### config.mk
export PLATFORM = sky130hd
export DESIGN_NAME = prtm_prio
export DESIGN_NICKNAME = d
export VERILOG_FILES = /design/src/prtm_pkg.sv /design/src/prtm_prio.sv
export SDC_FILE = /design/constraint.sdc
export NUM_CORES = 1
export LEC_CHECK = 0
export BUFFER_PORTS_ARGS = -buffer_cell sky130_fd_sc_hd__buf_2
export CAP_MARGIN = 20
export CORE_AREA = 5 5 83 62
export CTS_CLUSTER_SIZE = 8
export DETAILED_ROUTE_END_ITERATION = 6
export DIE_AREA = 0 0 88 67
export HOLD_SLACK_MARGIN = 0.1
export PLACE_DENSITY_LB_ADDON = 0.1
export SYNTH_ARGS = -nofsm -noshare
export SYNTH_HDL_FRONTEND = slang
export SYNTH_SLANG_ARGS = --single-unit
### constraint.sdc
create_clock -name clk -period 1.5 [get_ports clk]
set_input_delay 0.3 -clock clk [delete_from_list [all_inputs] [get_ports clk]]
set_output_delay 0.3 -clock clk [all_outputs]
set_load 0.005 [all_outputs]
### src/prtm_pkg.sv
// Shared types and constants for the pointer range table match block.
`default_nettype none
package prtm_pkg;

  // Table geometry default.
  localparam int MAX_RANGES_DEF = 64;

  // Field widths fixed by the beat formats.
  localparam int ADDR_W  = 64;
  localparam int INDEX_W = 6;
  localparam int COUNT_W = 7;

  // Configuration port geometry: registers sit at 8-byte strides.
  localparam int CFG_ADDR_W = 5;
  localparam int CFG_DATA_W = 64;

  // Offset value that disables the preset-offset compare.
  localparam logic [ADDR_W-1:0] NO_PRESET = '1;

  typedef enum logic {
    OP_WRITE = 1'b0,
    OP_PROBE = 1'b1
  } op_e;

  typedef enum logic [1:0] {
    REG_PRESET_MODE   = 2'd0,
    REG_PRESET_OFFSET = 2'd1,
    REG_RANGE_COUNT   = 2'd2
  } reg_e;

  // Configuration as seen by the datapath.
  typedef struct packed {
    logic               exact;
    logic [ADDR_W-1:0]  offset;
    logic [COUNT_W-1:0] count;
  } cfg_t;

endpackage
`default_nettype wire

### src/prtm_prio.sv
// Two-level lowest-index priority encoder over the hit vector, first level registered.
`default_nettype none
module prtm_prio #(
  parameter int MAX_RANGES = prtm_pkg::MAX_RANGES_DEF,
  parameter int IDX_W      = 6
) (
  input  wire logic                  clk,
  input  wire logic                  en,
  input  wire logic [MAX_RANGES-1:0] hit,
  output logic                       any,
  output logic      [IDX_W-1:0]      idx
);

  localparam int GRP  = 8;
  localparam int G    = (MAX_RANGES + GRP - 1) / GRP;
  localparam int GW   = (G > 1) ? $clog2(G) : 1;
  localparam int PAD  = G * GRP;
  localparam int FW   = GW + 3;

  logic [PAD-1:0] hit_pad;
  logic [G-1:0]   grp_any_nxt;
  logic [2:0]     grp_sub_nxt [G];
  logic [G-1:0]   grp_any_r;
  logic [2:0]     grp_sub_r [G];
  logic [FW-1:0]  idx_full;

  assign hit_pad = PAD'(hit);

  // First level: per group of eight, flag any hit and the lowest one.
  for (genvar g = 0; g < G; g++) begin : g_grp
    always_comb begin
      grp_any_nxt[g] = |hit_pad[g*GRP +: GRP];
      grp_sub_nxt[g] = '0;
      for (int j = GRP - 1; j >= 0; j--) begin
        if (hit_pad[g*GRP + j]) begin
          grp_sub_nxt[g] = 3'(j);
        end
      end
    end

    always_ff @(posedge clk) begin
      if (en) begin
        grp_any_r[g] <= grp_any_nxt[g];
        grp_sub_r[g] <= grp_sub_nxt[g];
      end
    end
  end

  // Second level: lowest group that hit.
  always_comb begin
    idx_full = '0;
    for (int g = G - 1; g >= 0; g--) begin
      if (grp_any_r[g]) begin
        idx_full = {GW'(g), grp_sub_r[g]};
      end
    end
  end

  assign any = |grp_any_r;
  assign idx = IDX_W'(idx_full);

endmodule
`default_nettype wire

======== Word-level counts from Yosys, hierarchy flattened ========
Memory sizes are Yosys's and may differ from the RTL's.
Index checks and enable logic that the tools add are counted.
word-level totals
  bits in registers ....................... 8
  latch bits .............................. 0
  bits in writable memories ............... 24
  memory bits (read-only) ................. 0
  bits of input ports ..................... 66
  word-level logic and storage cells ...... 92
  memories ................................ 1
operators by class
  add/subtract/negate cells ............... 0
  multiply operators ...................... 0
  divide/modulo/power cells ............... 0
  order comparisons ....................... 0
  equal/unequal tests ..................... 0
  shift-type cells ........................ 0
  mux-type cells .......................... 74
  bitwise operators ....................... 0
  reductions and logical operators ........ 9
memories
  memory     depth  bits a word  rd ports  clocked after memory_dff  write ports  RTL line         source
  grp_sub_r  8      3            8         0                         8            prtm_prio.sv:24  logic [2:0] grp_sub_r [G];
operators by type and width
  kind                number
  two-way mux 3 bit   64
  OR reduction 8 bit  9
  two-way mux 6 bit   8
  two-way mux 1 bit   2

======== Longest topological paths before layout ========
  word-level depth ........................ 8
  gate-level depth with buffers ........... 4
  gate-level depth less buffers ........... 4

======== Worst setup path before layout ========
Ideal clock, no wire load.
  path kind ............................... reg-to-output
  start ................................... reg grp_any_r[6]
  end ..................................... out idx[0]
  arrival ................................. 1272 ps
  path slack .............................. -72 ps
  cell stages (with the launch flop) ...... 5
  path buffers ............................ 0
  path through ............................ edfxtp_1 -> nor2b_4 -> a221oi_1 -> or4_1 -> a31oi_1
on the way
  word-level cells in the longest chain between the ends .. 7
ends and longest elaborated chain
  element                           RTL line         source
  start: declaration                prtm_prio.sv:23  logic [G-1:0] grp_any_r;
  start signal: indexed assignment  prtm_prio.sv:43  grp_any_r[g] <= grp_any_nxt[g];
  two-way mux 6 bit (7 in series)   prtm_prio.sv:53  if (grp_any_r[g]) begin
  end: declaration                  prtm_prio.sv:11  output logic [IDX_W-1:0] idx
Every way passes these cells.

======== Final worst setup path ========
  start ................................... reg grp_any_r[5]
  end ..................................... out idx[1]
on the way
  word-level cells in the longest chain between the ends .. 6
ends and longest elaborated chain
  element                          RTL line
  two-way mux 6 bit (6 in series)  prtm_prio.sv:53
Every way passes these cells.

==> impl_metrics.ini <==
[drt]
avgRoutedWirePerCell_um = 12.2
drc_errors = 0
first_iter_violations = 53
wl_um = 4000
drtPass1Iterations = 4
via_count = 1662
vias_per_cell = 5.08
ant_nets = 0

[yosys]
yosysMostFrequentCell = edfxtp_1
synthCells = 183
yosysWarnings = 0
netlist_area_um2 = 1780
synth_top_area_share_pct = 54.0
ys.flop_type = edfxtp_1
syn_nets = 249
ys_types = 23
synth-edff-count = 32
synth.area.top_cells = edfxtp_1 54%, nor3_1 7.0%, nor4_1 5.6%, a21oi_1 4.5%, inv_1 4.0%
synth-seq-cells = 32
yosysTopAreaCell = edfxtp_1
avgSynthCellArea_um2 = 9.72
synth-seq-area-share_pct = 54.0
ys_async_sr_fraction_pct = 0
synth_common_cells = 32 x edfxtp_1, 25 x nor3_1, 19 x inv_1

[timing]
fin_crit_ps = 2010
rsz0062_at_grt = true
setup_viol = 7
worstMarginPinSlew_ps = 392
min_period_over_period_pct = 134
fmax_mhz = 499
hold_viol = 0
fin_ws_ps = -506
slew-limit-headroom_pct = 73.6
final_max_slew_viol_count = 0

[pwr]
p_int_mw = 1.72
power_frac_seq_pct = 48.5
p_comb_share_pct = 15.3
cellPowerDensity_nw_per_um2 = 911
p_clk_share_pct = 36.1
switching_power_uw = 514
vdd_drop_max_v = 0.000587
leakage_nw = 1.04
switching_share_pct = 23.1

[layout]
nets = 337
diodes = 0
drive_above_1_share_pct = 36.0
syn_to_final_growth_pct = 37.8
final_area_um2 = 2450
multi_input_area_um2 = 778
regArea_um2 = 961
fillers = 382

[worst_setup_path]
worst_setup_path_start_kind = flop
worstSetupPathType = flop to output pin
end_kind = output pin
path_max_fanout = 3
required_ps = 1200
worstPathArrival_ps = 1710

[status]
status = finished, violations left
violations = setup timing

[floorplan]
die_y_um = 67
rows = 20
die_x_um = 88
ios = 73
start_util_pct = 42.0
design.die.area_um2 = 5900
core_area_um2 = 4230

[grt]
grt_usage_pct = 15.0
overflow = 0
grt_pass1_wl_um = 6770
grt_max_degree = 33
antenna_found_initial = 0
grt_pass1_vias = 1647

[clock_tree]
htreeDepth = 2
clock-sinks = 32
postCtsHoldBufs = 0
clk_pin_slew_ps = 60
cts_made_buffers = 5
cts-root-buf = clkbuf_8
clockBufferDepth = 2
tritoncts = yes

[placed_design]
io_buffers = 72
dpl-instance-area_um2 = 2280
place_ws_ps = -238
gp_congestion = 0.755
dp_hpwl_um = 3270

[job]
maxCapViolations = 0

[min_path]
min-delay-path-class = primary input to flop
per-layer routing:
metal | GRT usage (%) | up-vias | wire [um]
li1 | - | 871 | -
met1 | 19.4 | 738 | 1830
met2 | 23.6 | 46 | 1830
met3 | 5.44 | 7 | 287
met4 | 4.60 | 0 | 52
met5 | 0 | - | 0
cell type report:
class / count / share of cell area [%]
clock inverters: 3 / 1.74
well taps: 55 / 2.81
repair buffers: 82 / 18.7
clock buffers: 5 / 2.81
multi-input cells: 131 / 31.8
flip-flops and latches: 32 / 39.2
inverters: 19 / 2.91
registers in the layout, indices dropped and copies added, names as in the netlist:
register	flops
grp_sub_r	24
grp_any_r	8
worst paths after layout:
check                 depth (start not counted)              startpoint                       endpoint
worst max-delay path                          5  grp_any_r[5]$_DFFE_PP_                         idx[1]
worst min-delay path                          2                 hit[56]  grp_sub_r[1][9]$_SDFFCE_PP0P_
power by group through the flow:
stage / Sequential (mW) / Clock (mW) / Combinational, mW
after global routing: 1.09 / 0.887 / 0.388
final: 1.08 / 0.806 / 0.342
after detailed placement: 1.10 / 0 / 0.326
after floorplan: 1.09 / 0 / 0.129
after CTS: 1.08 / 0.824 / 0.334
after global placement: 1.10 / 0 / 0.319
critical path, stage by stage, from the launching register on:
cell and delay [ps]:
edfxtp_1 390, or2b_2 190, o22ai_1 80, or4_1 470, a31oi_1 150, buf_2 140
timing repair:
| item | 4_1_cts | 5_1_grt |
|---|---|---|
| buffers inserted | 1 | 1 |
| setup endpoints to repair | 7 | 7 |
| pin swaps | 4 | 5 |
| resized for setup | 3 | 8 |
through the flow:
stage                     util, %  hold WS (ps)  TNS (ps)  power [mW]  instances
after floorplan                 -           412      -210        1.22        183
after global placement       53.8           607      -763        1.42        317
after detailed placement     53.8           609      -986        1.43        317
after CTS                    57.0           305     -3000        2.24        326
after global routing         57.9           300     -3860        2.36        327
final                        57.9           312     -3150        2.23        327
logic make-up (layout without fill, tap and decap cells):
group / Yosys count / after routing / share of synthesized area (%)
AOI/OAI and AO/OA: 42 / 42 / 14.8
and+or+nand+nor: 89 / 89 / 26.9
buffers and inverters: 20 / 109 / 4.22
DFF: 32 / 32 / 54.0
layout by cell type, fill, tap and decap left out, types with 5 or more instances in the layout:
master | Yosys | routed
buf_4 | 0 | 6
inv_1 | 19 | 19
buf_2 | 0 | 72
clkbuf_8 | 0 | 5
nand2_1 | 11 | 11
nor4_1 | 16 | 16
nor2b_1 | 8 | 8
nand2b_1 | 8 | 8
nor2_1 | 13 | 13
a21oi_1 | 16 | 16
nor3_1 | 25 | 24
edfxtp_1 | 32 | 32
o22ai_1 | 6 | 6
o21bai_1 | 8 | 8
No activity file was read; power rests on OpenSTA's default activity.
