### src/prtm_pkg.sv
// Shared types and constants for the pointer range table match block.
`default_nettype none
package prtm_pkg;

  // Table geometry default.
  localparam int MAX_RANGES_DEF = 64;

  // Field widths fixed by the beat formats.
  localparam int ADDR_W  = 64;
  localparam int INDEX_W = 6;
  localparam int COUNT_W = 7;

  // Configuration port geometry: registers sit at 8-byte strides.
  localparam int CFG_ADDR_W = 5;
  localparam int CFG_DATA_W = 64;

  // Offset value that disables the preset-offset compare.
  localparam logic [ADDR_W-1:0] NO_PRESET = '1;

  typedef enum logic {
    OP_WRITE = 1'b0,
    OP_PROBE = 1'b1
  } op_e;

  typedef enum logic [1:0] {
    REG_PRESET_MODE   = 2'd0,
    REG_PRESET_OFFSET = 2'd1,
    REG_RANGE_COUNT   = 2'd2
  } reg_e;

  // Configuration as seen by the datapath.
  typedef struct packed {
    logic               exact;
    logic [ADDR_W-1:0]  offset;
    logic [COUNT_W-1:0] count;
  } cfg_t;

endpackage
`default_nettype wire

### src/prtm_cfg.sv
// APB-style configuration registers for the pointer range table match block.
`default_nettype none
module prtm_cfg (
  input  wire logic                              clk,
  input  wire logic                              rst_n,
  input  wire logic                              cfg_psel,
  input  wire logic                              cfg_penable,
  input  wire logic                              cfg_pwrite,
  input  wire logic [prtm_pkg::CFG_ADDR_W-1:0]   cfg_paddr,
  input  wire logic [prtm_pkg::CFG_DATA_W-1:0]   cfg_pwdata,
  output logic      [prtm_pkg::CFG_DATA_W-1:0]   cfg_prdata,
  output logic                                   cfg_pready,
  output prtm_pkg::cfg_t                         cfg
);

  logic                              mode_r;
  logic [prtm_pkg::ADDR_W-1:0]       offset_r;
  logic [prtm_pkg::COUNT_W-1:0]      count_r;
  logic                              wr_fire;
  prtm_pkg::reg_e                    reg_sel;

  assign cfg_pready = 1'b1;
  assign wr_fire    = cfg_psel & cfg_penable & cfg_pwrite;
  assign reg_sel    = prtm_pkg::reg_e'(cfg_paddr[4:3]);

  always_ff @(posedge clk) begin
    if (!rst_n) begin
      mode_r   <= 1'b0;
      offset_r <= '0;
      count_r  <= '0;
    end else if (wr_fire) begin
      unique case (reg_sel)
        prtm_pkg::REG_PRESET_MODE:   mode_r   <= cfg_pwdata[0];
        prtm_pkg::REG_PRESET_OFFSET: offset_r <= cfg_pwdata;
        prtm_pkg::REG_RANGE_COUNT:   count_r  <= cfg_pwdata[prtm_pkg::COUNT_W-1:0];
        default: ;
      endcase
    end
  end

  always_comb begin
    unique case (reg_sel)
      prtm_pkg::REG_PRESET_MODE:   cfg_prdata = prtm_pkg::CFG_DATA_W'(mode_r);
      prtm_pkg::REG_PRESET_OFFSET: cfg_prdata = offset_r;
      prtm_pkg::REG_RANGE_COUNT:   cfg_prdata = prtm_pkg::CFG_DATA_W'(count_r);
      default:                     cfg_prdata = '0;
    endcase
  end

  // All-ones offset falls back to range compare.
  assign cfg.exact  = mode_r & (offset_r != prtm_pkg::NO_PRESET);
  assign cfg.offset = offset_r;
  assign cfg.count  = count_r;

endmodule
`default_nettype wire

### config.mk
export PLATFORM = sky130hd
export DESIGN_NAME = prtm_cfg
export DESIGN_NICKNAME = d
export VERILOG_FILES = /design/src/prtm_pkg.sv /design/src/prtm_cfg.sv
export SDC_FILE = /design/constraint.sdc
export NUM_CORES = 1
export LEC_CHECK = 0
export BUFFER_PORTS_ARGS = -buffer_cell sky130_fd_sc_hd__buf_4
export CORE_MARGIN = 5
export CORE_UTILIZATION = 39
export CTS_CLUSTER_SIZE = 25
export DETAILED_ROUTE_END_ITERATION = 6
export PLACE_DENSITY_LB_ADDON = 0.08
export SYNTH_ARGS = -nofsm -noshare
export SYNTH_HDL_FRONTEND = slang
export SYNTH_SLANG_ARGS = --single-unit
export TNS_END_PERCENT = 5
### constraint.sdc
create_clock -name clk -period 1 [get_ports clk]
set_clock_uncertainty 0.15 [all_clocks]
set_input_delay 0.05 -clock clk [delete_from_list [all_inputs] [get_ports clk]]
set_output_delay 0.05 -clock clk [all_outputs]
set_load 0.03 [all_outputs]
======== After elaboration in Yosys (flattened, before gate mapping) ========
Index checks and enable logic that the tools add are counted.
word-level totals
  register bits after elaboration ......... 72
  bits of input ports ..................... 74
  output and inout port bits .............. 137
cells by class
  equality and inequality tests ........... 3
  muxes and demuxes ....................... 1
  bitwise logic cells ..................... 3
  reductions and logical operators ........ 4
operators with widths
  cell                    count
  $pmux W64 S3            1
  $ne A64 B64 Y1 const B  1
  $reduce_and A2 Y1       3
  $and A1 B1 Y1           3
  $eq A2 B1 Y1 const B    1
  $eq A2 B2 Y1 const B    1
  $logic_not A2 Y1        1

======== Longest topological paths before layout ========
Gate-level depths: netlist (run 1).
  word-level depth ........................ 3
  gate-level depth with buffers ........... 6
  mapped depth without buffers ............ 3

======== Least setup slack after synthesis (run 1) ========
No wires, ideal clock.
  kind .................................... register to output
  start ................................... register offset_r[0] (netlist name)
  end ..................................... output cfg_prdata[0] (netlist name)
  data arrival time ....................... 1324 ps
  setup slack ............................. -524 ps
  stages on the path, launching flop included .. 3
  cells stage by stage .................... dfxtp_1 mux2i_1 o21ai_0
on the way
  word-level cells in the longest chain between the ends .. 1
RTL lines
  item                      line            text
  start: declaration        prtm_cfg.sv:17  logic [prtm_pkg::ADDR_W-1:0] offset_r;
  start signal: assignment  prtm_cfg.sv:34  prtm_pkg::REG_PRESET_OFFSET: offset_r <= cfg_pwdata;
  $pmux W64 S3              prtm_cfg.sv:42  unique case (reg_sel)
  end: declaration          prtm_cfg.sv:11  output logic [prtm_pkg::CFG_DATA_W-1:0] cfg_prdata,
No other way between the ends.

==> results of run 1 <==
power groups by stage:
stage | Clock, mW | Combinational [mW] | Sequential, mW
final | 2.49 | 1.21 | 2.86
after global routing | 2.63 | 1.27 | 2.86
after detailed placement | 0 | 0.873 | 2.92
after CTS | 2.48 | 1.16 | 2.86
after floorplan | 0 | 0.309 | 3.00
after global placement | 0 | 0.864 | 2.92
per-layer routing:
metal  vias up  part of all wire (%)
li1       2179                     -
met1      2292                    35
met2       240                    54
met3        38                   7.4
met4         0                   2.9
met5         -                     0
final cells by class:
| class | count | share of cell area (%) |
|---|---|---|
| repair buffers | 358 | 49.0 |
| multi-input cells | 311 | 25.3 |
| flip-flops and latches | 72 | 21.1 |
| well taps | 108 | 1.77 |
| clock buffers | 9 | 1.63 |
| clock inverters | 7 | 1.13 |
| inverters | 2 | 0.0986 |
cells in the mapped netlist:
master	n
a21oi_1	72
buf_2	12
nand2b_1	2
buf_6	4
and2_1	57
and2b_1	1
nor2b_1	1
nand3_1	73
o21ai_0	72
buf_4	3
clkbuf_2	4
mux2i_1	1
and3_1	1
inv_2	1
a21o_1	1
nor2_1	1
a22o_1	6
nor4_1	4
inv_1	1
clkbuf_1	22
nand4_1	16
conb_1	1
nand2_1	1
a41oi_1	1
dfxtp_1	72
critical path: cells and delay by family, from the launching register on:
kind                   cells  cell delay, ns
AND/OR/NAND/NOR            2            0.49
flip-flops                 1            0.36
buffers and inverters      1            0.17
AO/OA/AOI/OAI              1            0.15
state kept, by name, summed over array words and instances (netlist names):
register,cells
offset_r,64
count_r,7
mode_r,1
per-stage QoR:
step	hold slack, ns	utilization, %	power (mW)	area [µm²]	setup WS [ns]
4_1_cts	-0.0279	88.0	6.50	7530	-0.765
6_report	-0.000197	89.1	6.56	7620	-0.710
3_5_place_dp	0.163	67.5	3.80	5770	-0.404
5_1_grt	0.00982	89.1	6.77	7620	-0.774
3_3_place_gp	0.159	67.5	3.78	5770	-0.414
2_1_floorplan	0.0373	-	3.31	3570	-0.281
repair_timing:
item	CTS	global route
resized for setup	262	20
setup buffers	1	6
hold endpoints to repair	72	0
pin swaps	5	11
hold buffers	64	0
setup endpoints to repair	136	139
final timing paths:
check	slack (ns)	endpoint	depth (start not counted)
setup / recovery	-0.71	cfg[71]	4
hold / removal	-0.0002	mode_r	5
setup reg to reg	-0.03	offset_r[0]	5
hold reg to reg	0.36	count_r[5]	2
cells by family after synthesis:
kind of cell           after synthesis  share of synthesized area [%]
AOI/OAI and AO/OA                  152                           23.4
buffers and inverters               47                           7.06
DFF                                 72                           42.8
muxes                                1                          0.297
other                                1                          0.111
and+or+nand+nor                    157                           26.3
==> parameters.txt, run 1 <==
Parameter                              Value

Worst setup path
  Worst-path cell chain ... nand4_1 -> nor4_4 -> a41oi_2 -> buf_6
  Category of the critical setup timing path ... flip-flop to output port
  Startpoint of the most critical setup path ... offset_r[47]
  Setup crit end kind ... output port
  CP max stage delay ... roughly 0.36 ns
  Slowest library cell on the worst path ... dfxtp_4
  Startpoint of the most critical register-to-register path ... offset_r[0]
  Data required time of the worst path ... approximately 0.80 ns
  Top fanout value on the critical path ... 2
  Arrival time worst endpoint ... 1.51 ns
  Startpoint type of the worst setup path ... flip-flop

STA
  Final Hold Viols ... 1
  Period minus WS final ... 1.71 ns
  Setup total negative slack ... -26.01 ns
  Setup repair after global routing missed its margin ... true
  Maximum clock frequency ... 585 MHz
  Max Transition Viols Final ... 0
  Final number of setup-violating endpoints ... roughly 140
  Worst hold margin ... -0.000197 ns
  Fin crit share ... 171%
  Minimum setup slack in the final design ... -0.710 ns

Synthesis
  Cell count after synthesis ... 430
  Main area contributors after synthesis ... dfxtp_1, nand3_1, a21oi_1
  Post-Synthesis Cell Area ... 3370 µm²
  Fraction of post-synthesis cell area in the top cell type by area ... 42.8%
  Nets in the synthesized netlist ... 504
  Avg Inst Size Synth ... a little under 8 µm²
  Yosys warning total ... 0
  Flop and latch count out of synthesis ... just over 70
  Portion of the post-synthesis area used by sequential elements ... 42.8%
  Distinct cell type count of the synthesized netlist ... 25
  Synth area leader ... dfxtp_1

Route
  Final ANT Viol Nets ... 0
  Sum of routed wire length over all layers ... 16.4 mm
  Vias/cell ... 5.48
  Via count ... 4749
  Number of iterations in the first detailed-routing pass ... 4
  Routed wire per std cell ... 18.9 µm
  DRC violation count after routing ... 0
  Drt first-iter violations ... 247

Global routing
  Met2 track demand over resource ... 55.7%
  Total routing resource utilization after global routing ... 29.6%
  Number of antenna violations at the first check in global routing ... 0
  Most used routing layer ... met2
  Met1 global-route usage ... between 30% and 40%
  Number of global-route vias before repair ... 4840
  Final global-route overflow total ... 0
  Pin count of the biggest net entering global routing ... 59
  Wire length of the first global-routing pass ... 24.7 mm
  Met3 track utilization from global routing ... 5.89%

Die
  Width of the die ... 103 µm
  Number of cell rows ... 34
  Overall die height ... 103 µm
  Die Outline Area ... 10600 µm²
  Core area ... between 8000 and 9000 µm²
  Starting density of the core ... 39.4%
  I/O pin total ... 211

Clock tree
  TritonCTS clock tree ... built
  Master cell of the clock root buffer ... clkbuf_8
  Clock-pin transition on the worst setup and hold timing paths ... 0.08 ns
  CTS HTree Levels ... 3
  Number of clock sinks ... slightly above 70
  Insertion delay of the later-clocked pin in the worst-skew pair ... 0.34 ns
  Number of buffers created by CTS ... 9
  Number of buffers on the longest clock path ... 2

Cells and area
  Leading cell type in the layout, fill and taps excluded ... buf_6
  Highest-count cells in the layout ignoring fill and taps ... buf_6, buf_4, nand3_1, a21oi_1, o21ai_0
  Footprint of the flip-flops and latches ... between 1500 and 2000 µm²
  Non-filler instance count after layout ... 867
  Area of combinational cells with multiple inputs ... 1930 µm²
  Final-layout fill cell count ... 400
  Share of post-route cells with drive strength above 1 ... 59.9%
  Net total in the final layout ... 828
  Synth-to-layout area growth ... 126%
  Antenna diode count ... 0

Min path
  Worst Min Path Start ... cfg_paddr[4]
  Worst Hold Class ... primary input to flip-flop

Place
  Detailed placer's ending HPWL ... 9.56 mm
  Count of port buffers added during placement ... 206
  Final GP Congestion ... 0.837
  Dpl cells ... 782

Power
  Switching pwr ... 1.72 mW
  Power Dens Cells ... 862 nW/µm²
  Proportion of total power due to net switching ... 26.1%
  Cell leakage power ... 3.21 nW
  Maximum vdd drop ... 0.000602 V
  Logic pwr share ... 18.4%
  Clock network fraction of total power ... 38.0%
  Sequential share of power ... 43.6%
  Int Power ... 4.85 mW

Status
  Run status ... complete, but fails checks
  Violated checks ... hold timing, setup timing

Job
  Max-cap violations ... 0
Note: power is estimated with default switching activity, not from simulation.
==> inputs of run 2 (changes only) <==
--- a/config.mk
+++ b/config.mk
@@ -5,9 +5,10 @@
 export SDC_FILE = /design/constraint.sdc
 export NUM_CORES = 1
 export LEC_CHECK = 0
+export ABC_AREA = 1
 export BUFFER_PORTS_ARGS = -buffer_cell sky130_fd_sc_hd__buf_4
 export CORE_MARGIN = 5
-export CORE_UTILIZATION = 39
+export CORE_UTILIZATION = 38
 export CTS_CLUSTER_SIZE = 25
 export DETAILED_ROUTE_END_ITERATION = 6
 export PLACE_DENSITY_LB_ADDON = 0.08
==> run 2 against run 1 <==
The run ends with setup timing left. Power increased by 6.8%. Clock power increased by 10%. Clock-buffer cell count increased by 1. Fmax increased by 0.74%. Sequential power about the same. Final area decreased by 2.3%. Highest routed layer unchanged. First-iteration DRC count decreased by 26%. Sequential share of layout area increased by 1.0 points. Cell count increased by 5.5%. Global-route usage decreased by 2.3 points. Routed wire length decreased by 6.1%.
==> parameters.txt, run 2 <==
Parameter                              Value

Clock tree
  Number of clock sinks ... 72
  Insertion delay of the later-clocked pin in the worst-skew pair ... 0.34 ns
  CTS HTree Levels ... 3
  Number of buffers on the longest clock path ... 2
  TritonCTS clock tree ... built
  Clock-pin transition on the worst setup and hold timing paths ... roughly 0.08 ns
  Master cell of the clock root buffer ... clkbuf_8
  Number of buffers created by CTS ... 9

Cells and area
  Net total in the final layout ... 876
  Non-filler instance count after layout ... about 920
  Synth-to-layout area growth ... 132%
  Largest Register ... offset_r
  Largest register FFs ... 64
  Core Util, Final ... 90.6%
  Top Registers ... offset_r x64, count_r x7, mode_r x1
  Layout Cell Area excl Fill ... 7440 µm²
  Leading cell type in the layout, fill and taps excluded ... buf_6
  Share of post-route cells with drive strength above 1 ... 61.6%
  Highest-count cells in the layout ignoring fill and taps ... buf_6, buf_4, dlygate4sd3_1, a21oi_1, nor2_1

Die
  Core area ... between 8000 and 9000 µm²
  Die Outline Area ... between 10000 and 15000 µm²
  I/O pin total ... 211
  Overall die height ... 102 µm
  Starting density of the core ... 39.0%
  Width of the die ... 102 µm
  Number of cell rows ... 33

Worst setup path
  Startpoint of the most critical register-to-register path ... offset_r[2]
  Worst reg2reg setup slack ... 0.01 ns
  Setup crit end kind ... output port
  Category of the critical setup timing path ... flip-flop to output port
  Worst Reg-to-Reg Cells ... 4
  Data required time of the worst path ... 0.80 ns
  Worst reg2reg endpoint ... offset_r[2]
  Top fanout value on the critical path ... 2
  Arrival time worst endpoint ... ~1.5 ns
  Startpoint type of the worst setup path ... flip-flop

Min path
  Hold Crit Endpoint ... offset_r[39]
  Cell count of the worst hold path ... 4
  Worst Hold Class ... primary input to flip-flop
  Worst Min Path Start ... rst_n

Synthesis
  Yosys warning total ... 0
  Post-Synthesis Cell Area ... about 3200 µm²
  Flop and latch count out of synthesis ... a little over 70
  Primary FF master, synth ... dfxtp_1
  Fraction of post-synthesis cell area in the top cell type by area ... 45.0%
  Leading cell types by count after synthesis ... nor2_1, dfxtp_1, inv_1
  Synth area leader ... dfxtp_1
  Nets in the synthesized netlist ... 534
  Portion of the post-synthesis area used by sequential elements ... 45.0%
  Number of enable-type register cells in the synthesized netlist ... 0
  Avg Inst Size Synth ... between 6 and 7 µm²
  Proportion of register bits with asynchronous set or reset after synthesis ... 0%
  Main area contributors after synthesis ... dfxtp_1, nor2_1, a21oi_1
  Dominant cell by count in the synthesized netlist ... nor2_1
  Cell count after synthesis ... 460
  Distinct cell type count of the synthesized netlist ... 20

Power
  Total power draw ... 7.01 mW
  Switching pwr ... 1.81 mW
  Clock network fraction of total power ... 39.2%
  Sequential share of power ... 41.2%
  Logic pwr share ... ~20%
  Proportion of total power due to net switching ... approximately a quarter
  Int Power ... 5.21 mW
  Maximum vdd drop ... between 0.0007 and 0.0008 V
  Power Dens Cells ... 942 nW/µm²
  Cell leakage power ... approximately 3.2 nW

Global routing
  Number of antenna violations at the first check in global routing ... 1
  Number of global-route vias before repair ... 4699
  Total routing resource utilization after global routing ... between 20% and 30%
  Final global-route overflow total ... 0
  Pin count of the biggest net entering global routing ... 59
  Wire length of the first global-routing pass ... 22.2 mm

STA
  Final number of setup-violating endpoints ... 136
  Maximum clock frequency ... 589 MHz
  Minimum setup slack in the final design ... -0.697 ns
  Setup total negative slack ... -27.72 ns
  Worst hold margin ... 0.0328 ns
  Period minus WS final ... 1.70 ns
  Fin crit share ... 170%
  Final Hold Viols ... 0
  Max Transition Viols Final ... 0
  Setup repair after global routing missed its margin ... true

Place
  Post-placement worst setup slack ... -0.359 ns
  Count of port buffers added during placement ... roughly 210
  Cell area after placement ... roughly 5500 µm²
  Dpl cells ... 825
  Final GP Congestion ... 0.867
  Detailed placer's ending HPWL ... 8.84 mm

Route
  Routed wire per std cell ... 16.8 µm
  Drt first-iter violations ... about 180
  Final ANT Viol Nets ... 0
  Vias/cell ... between 4 and 5
  Number of iterations in the first detailed-routing pass ... 4
  Via count ... between 4000 and 5000
  Sum of routed wire length over all layers ... roughly 15 mm
  DRC violation count after routing ... 0

Status
  Run status ... complete, but fails checks
  Violated checks ... setup timing

Job
  Max-cap violations ... 0
## run 2: changes by cell type after synthesis, sizes merged, moves of 16 or more
cell   previous run  this run
and2             57         0
inv               2        65
nand4            16         0
nand3            73         1
nor2              1       107
nand2             1        48
## run 2: worst max-delay path by stage
stage / slack [ns] / end / cells past startpoint / from
after CTS: -0.67 / cfg[71] / 8 / offset_r[40]
after floorplan: -0.14 / cfg[71] / 7 / offset_r[29]
after global routing: -0.78 / cfg[71] / 8 / offset_r[41]
after detailed placement: -0.36 / cfg[71] / 8 / offset_r[25]
after global placement: -0.36 / cfg[71] / 8 / offset_r[25]
final: -0.70 / cfg[71] / 8 / offset_r[41]
## run 2: logic make-up (layout without fill, tap and decap cells)
kind of cell	after synthesis	in the layout	synth area share, %
flip-flops	72	72	45.0
other	1	4	0.117
buffers and inverters	93	440	13.8
AO/OA/AOI/OAI	137	137	22.2
AND/OR/NAND/NOR	157	157	18.9
## run 2: power groups by stage
stage          Clock, mW  Sequential (mW)  Combinational, mW
6_report            2.75             2.89               1.38
5_1_grt             2.90             2.90               1.45
4_1_cts             2.78             2.88               1.26
3_5_place_dp           0             2.94              0.942
3_3_place_gp           0             2.93              0.934
2_1_floorplan          0             3.07              0.298
## run 2: worst max-delay path, cell delays in order, from the launching register on
cell	delay, ns
dfxtp_4	0.36
nand2_1	0.07
nor2_2	0.12
nand2_1	0.08
nor2_2	0.15
nand2_1	0.08
nor2_2	0.10
nor2_2	0.06
buf_6	0.13
## run 2: final cells by class
type,count,area (µm²)
clock inverter,6,108
multi-input combinational,295,1550
timing repair buffer,359,3600
tap,105,131
fill,363,776
clock buffer,10,128
inverter,65,273
sequential,72,1650
antenna,3,7.51
## run 2: per-layer routing
metal	wire length, µm	share of wire [%]	vias to the layer above	global-route usage (%)
met5	0	0	-	0
met4	735	4.8	0	14.3
met3	983	6.4	59	4.75
met2	8230	53	213	50.6
met1	5450	35	2106	29.3
li1	-	-	2151	-
## run 2: repair_timing
action	4_1_cts	5_1_grt
resized for setup	230	103
setup buffers	1	5
pin swaps	69	15
endpoints found under the hold margin	72	0
endpoints found under the setup margin	136	161
hold buffers	66	0
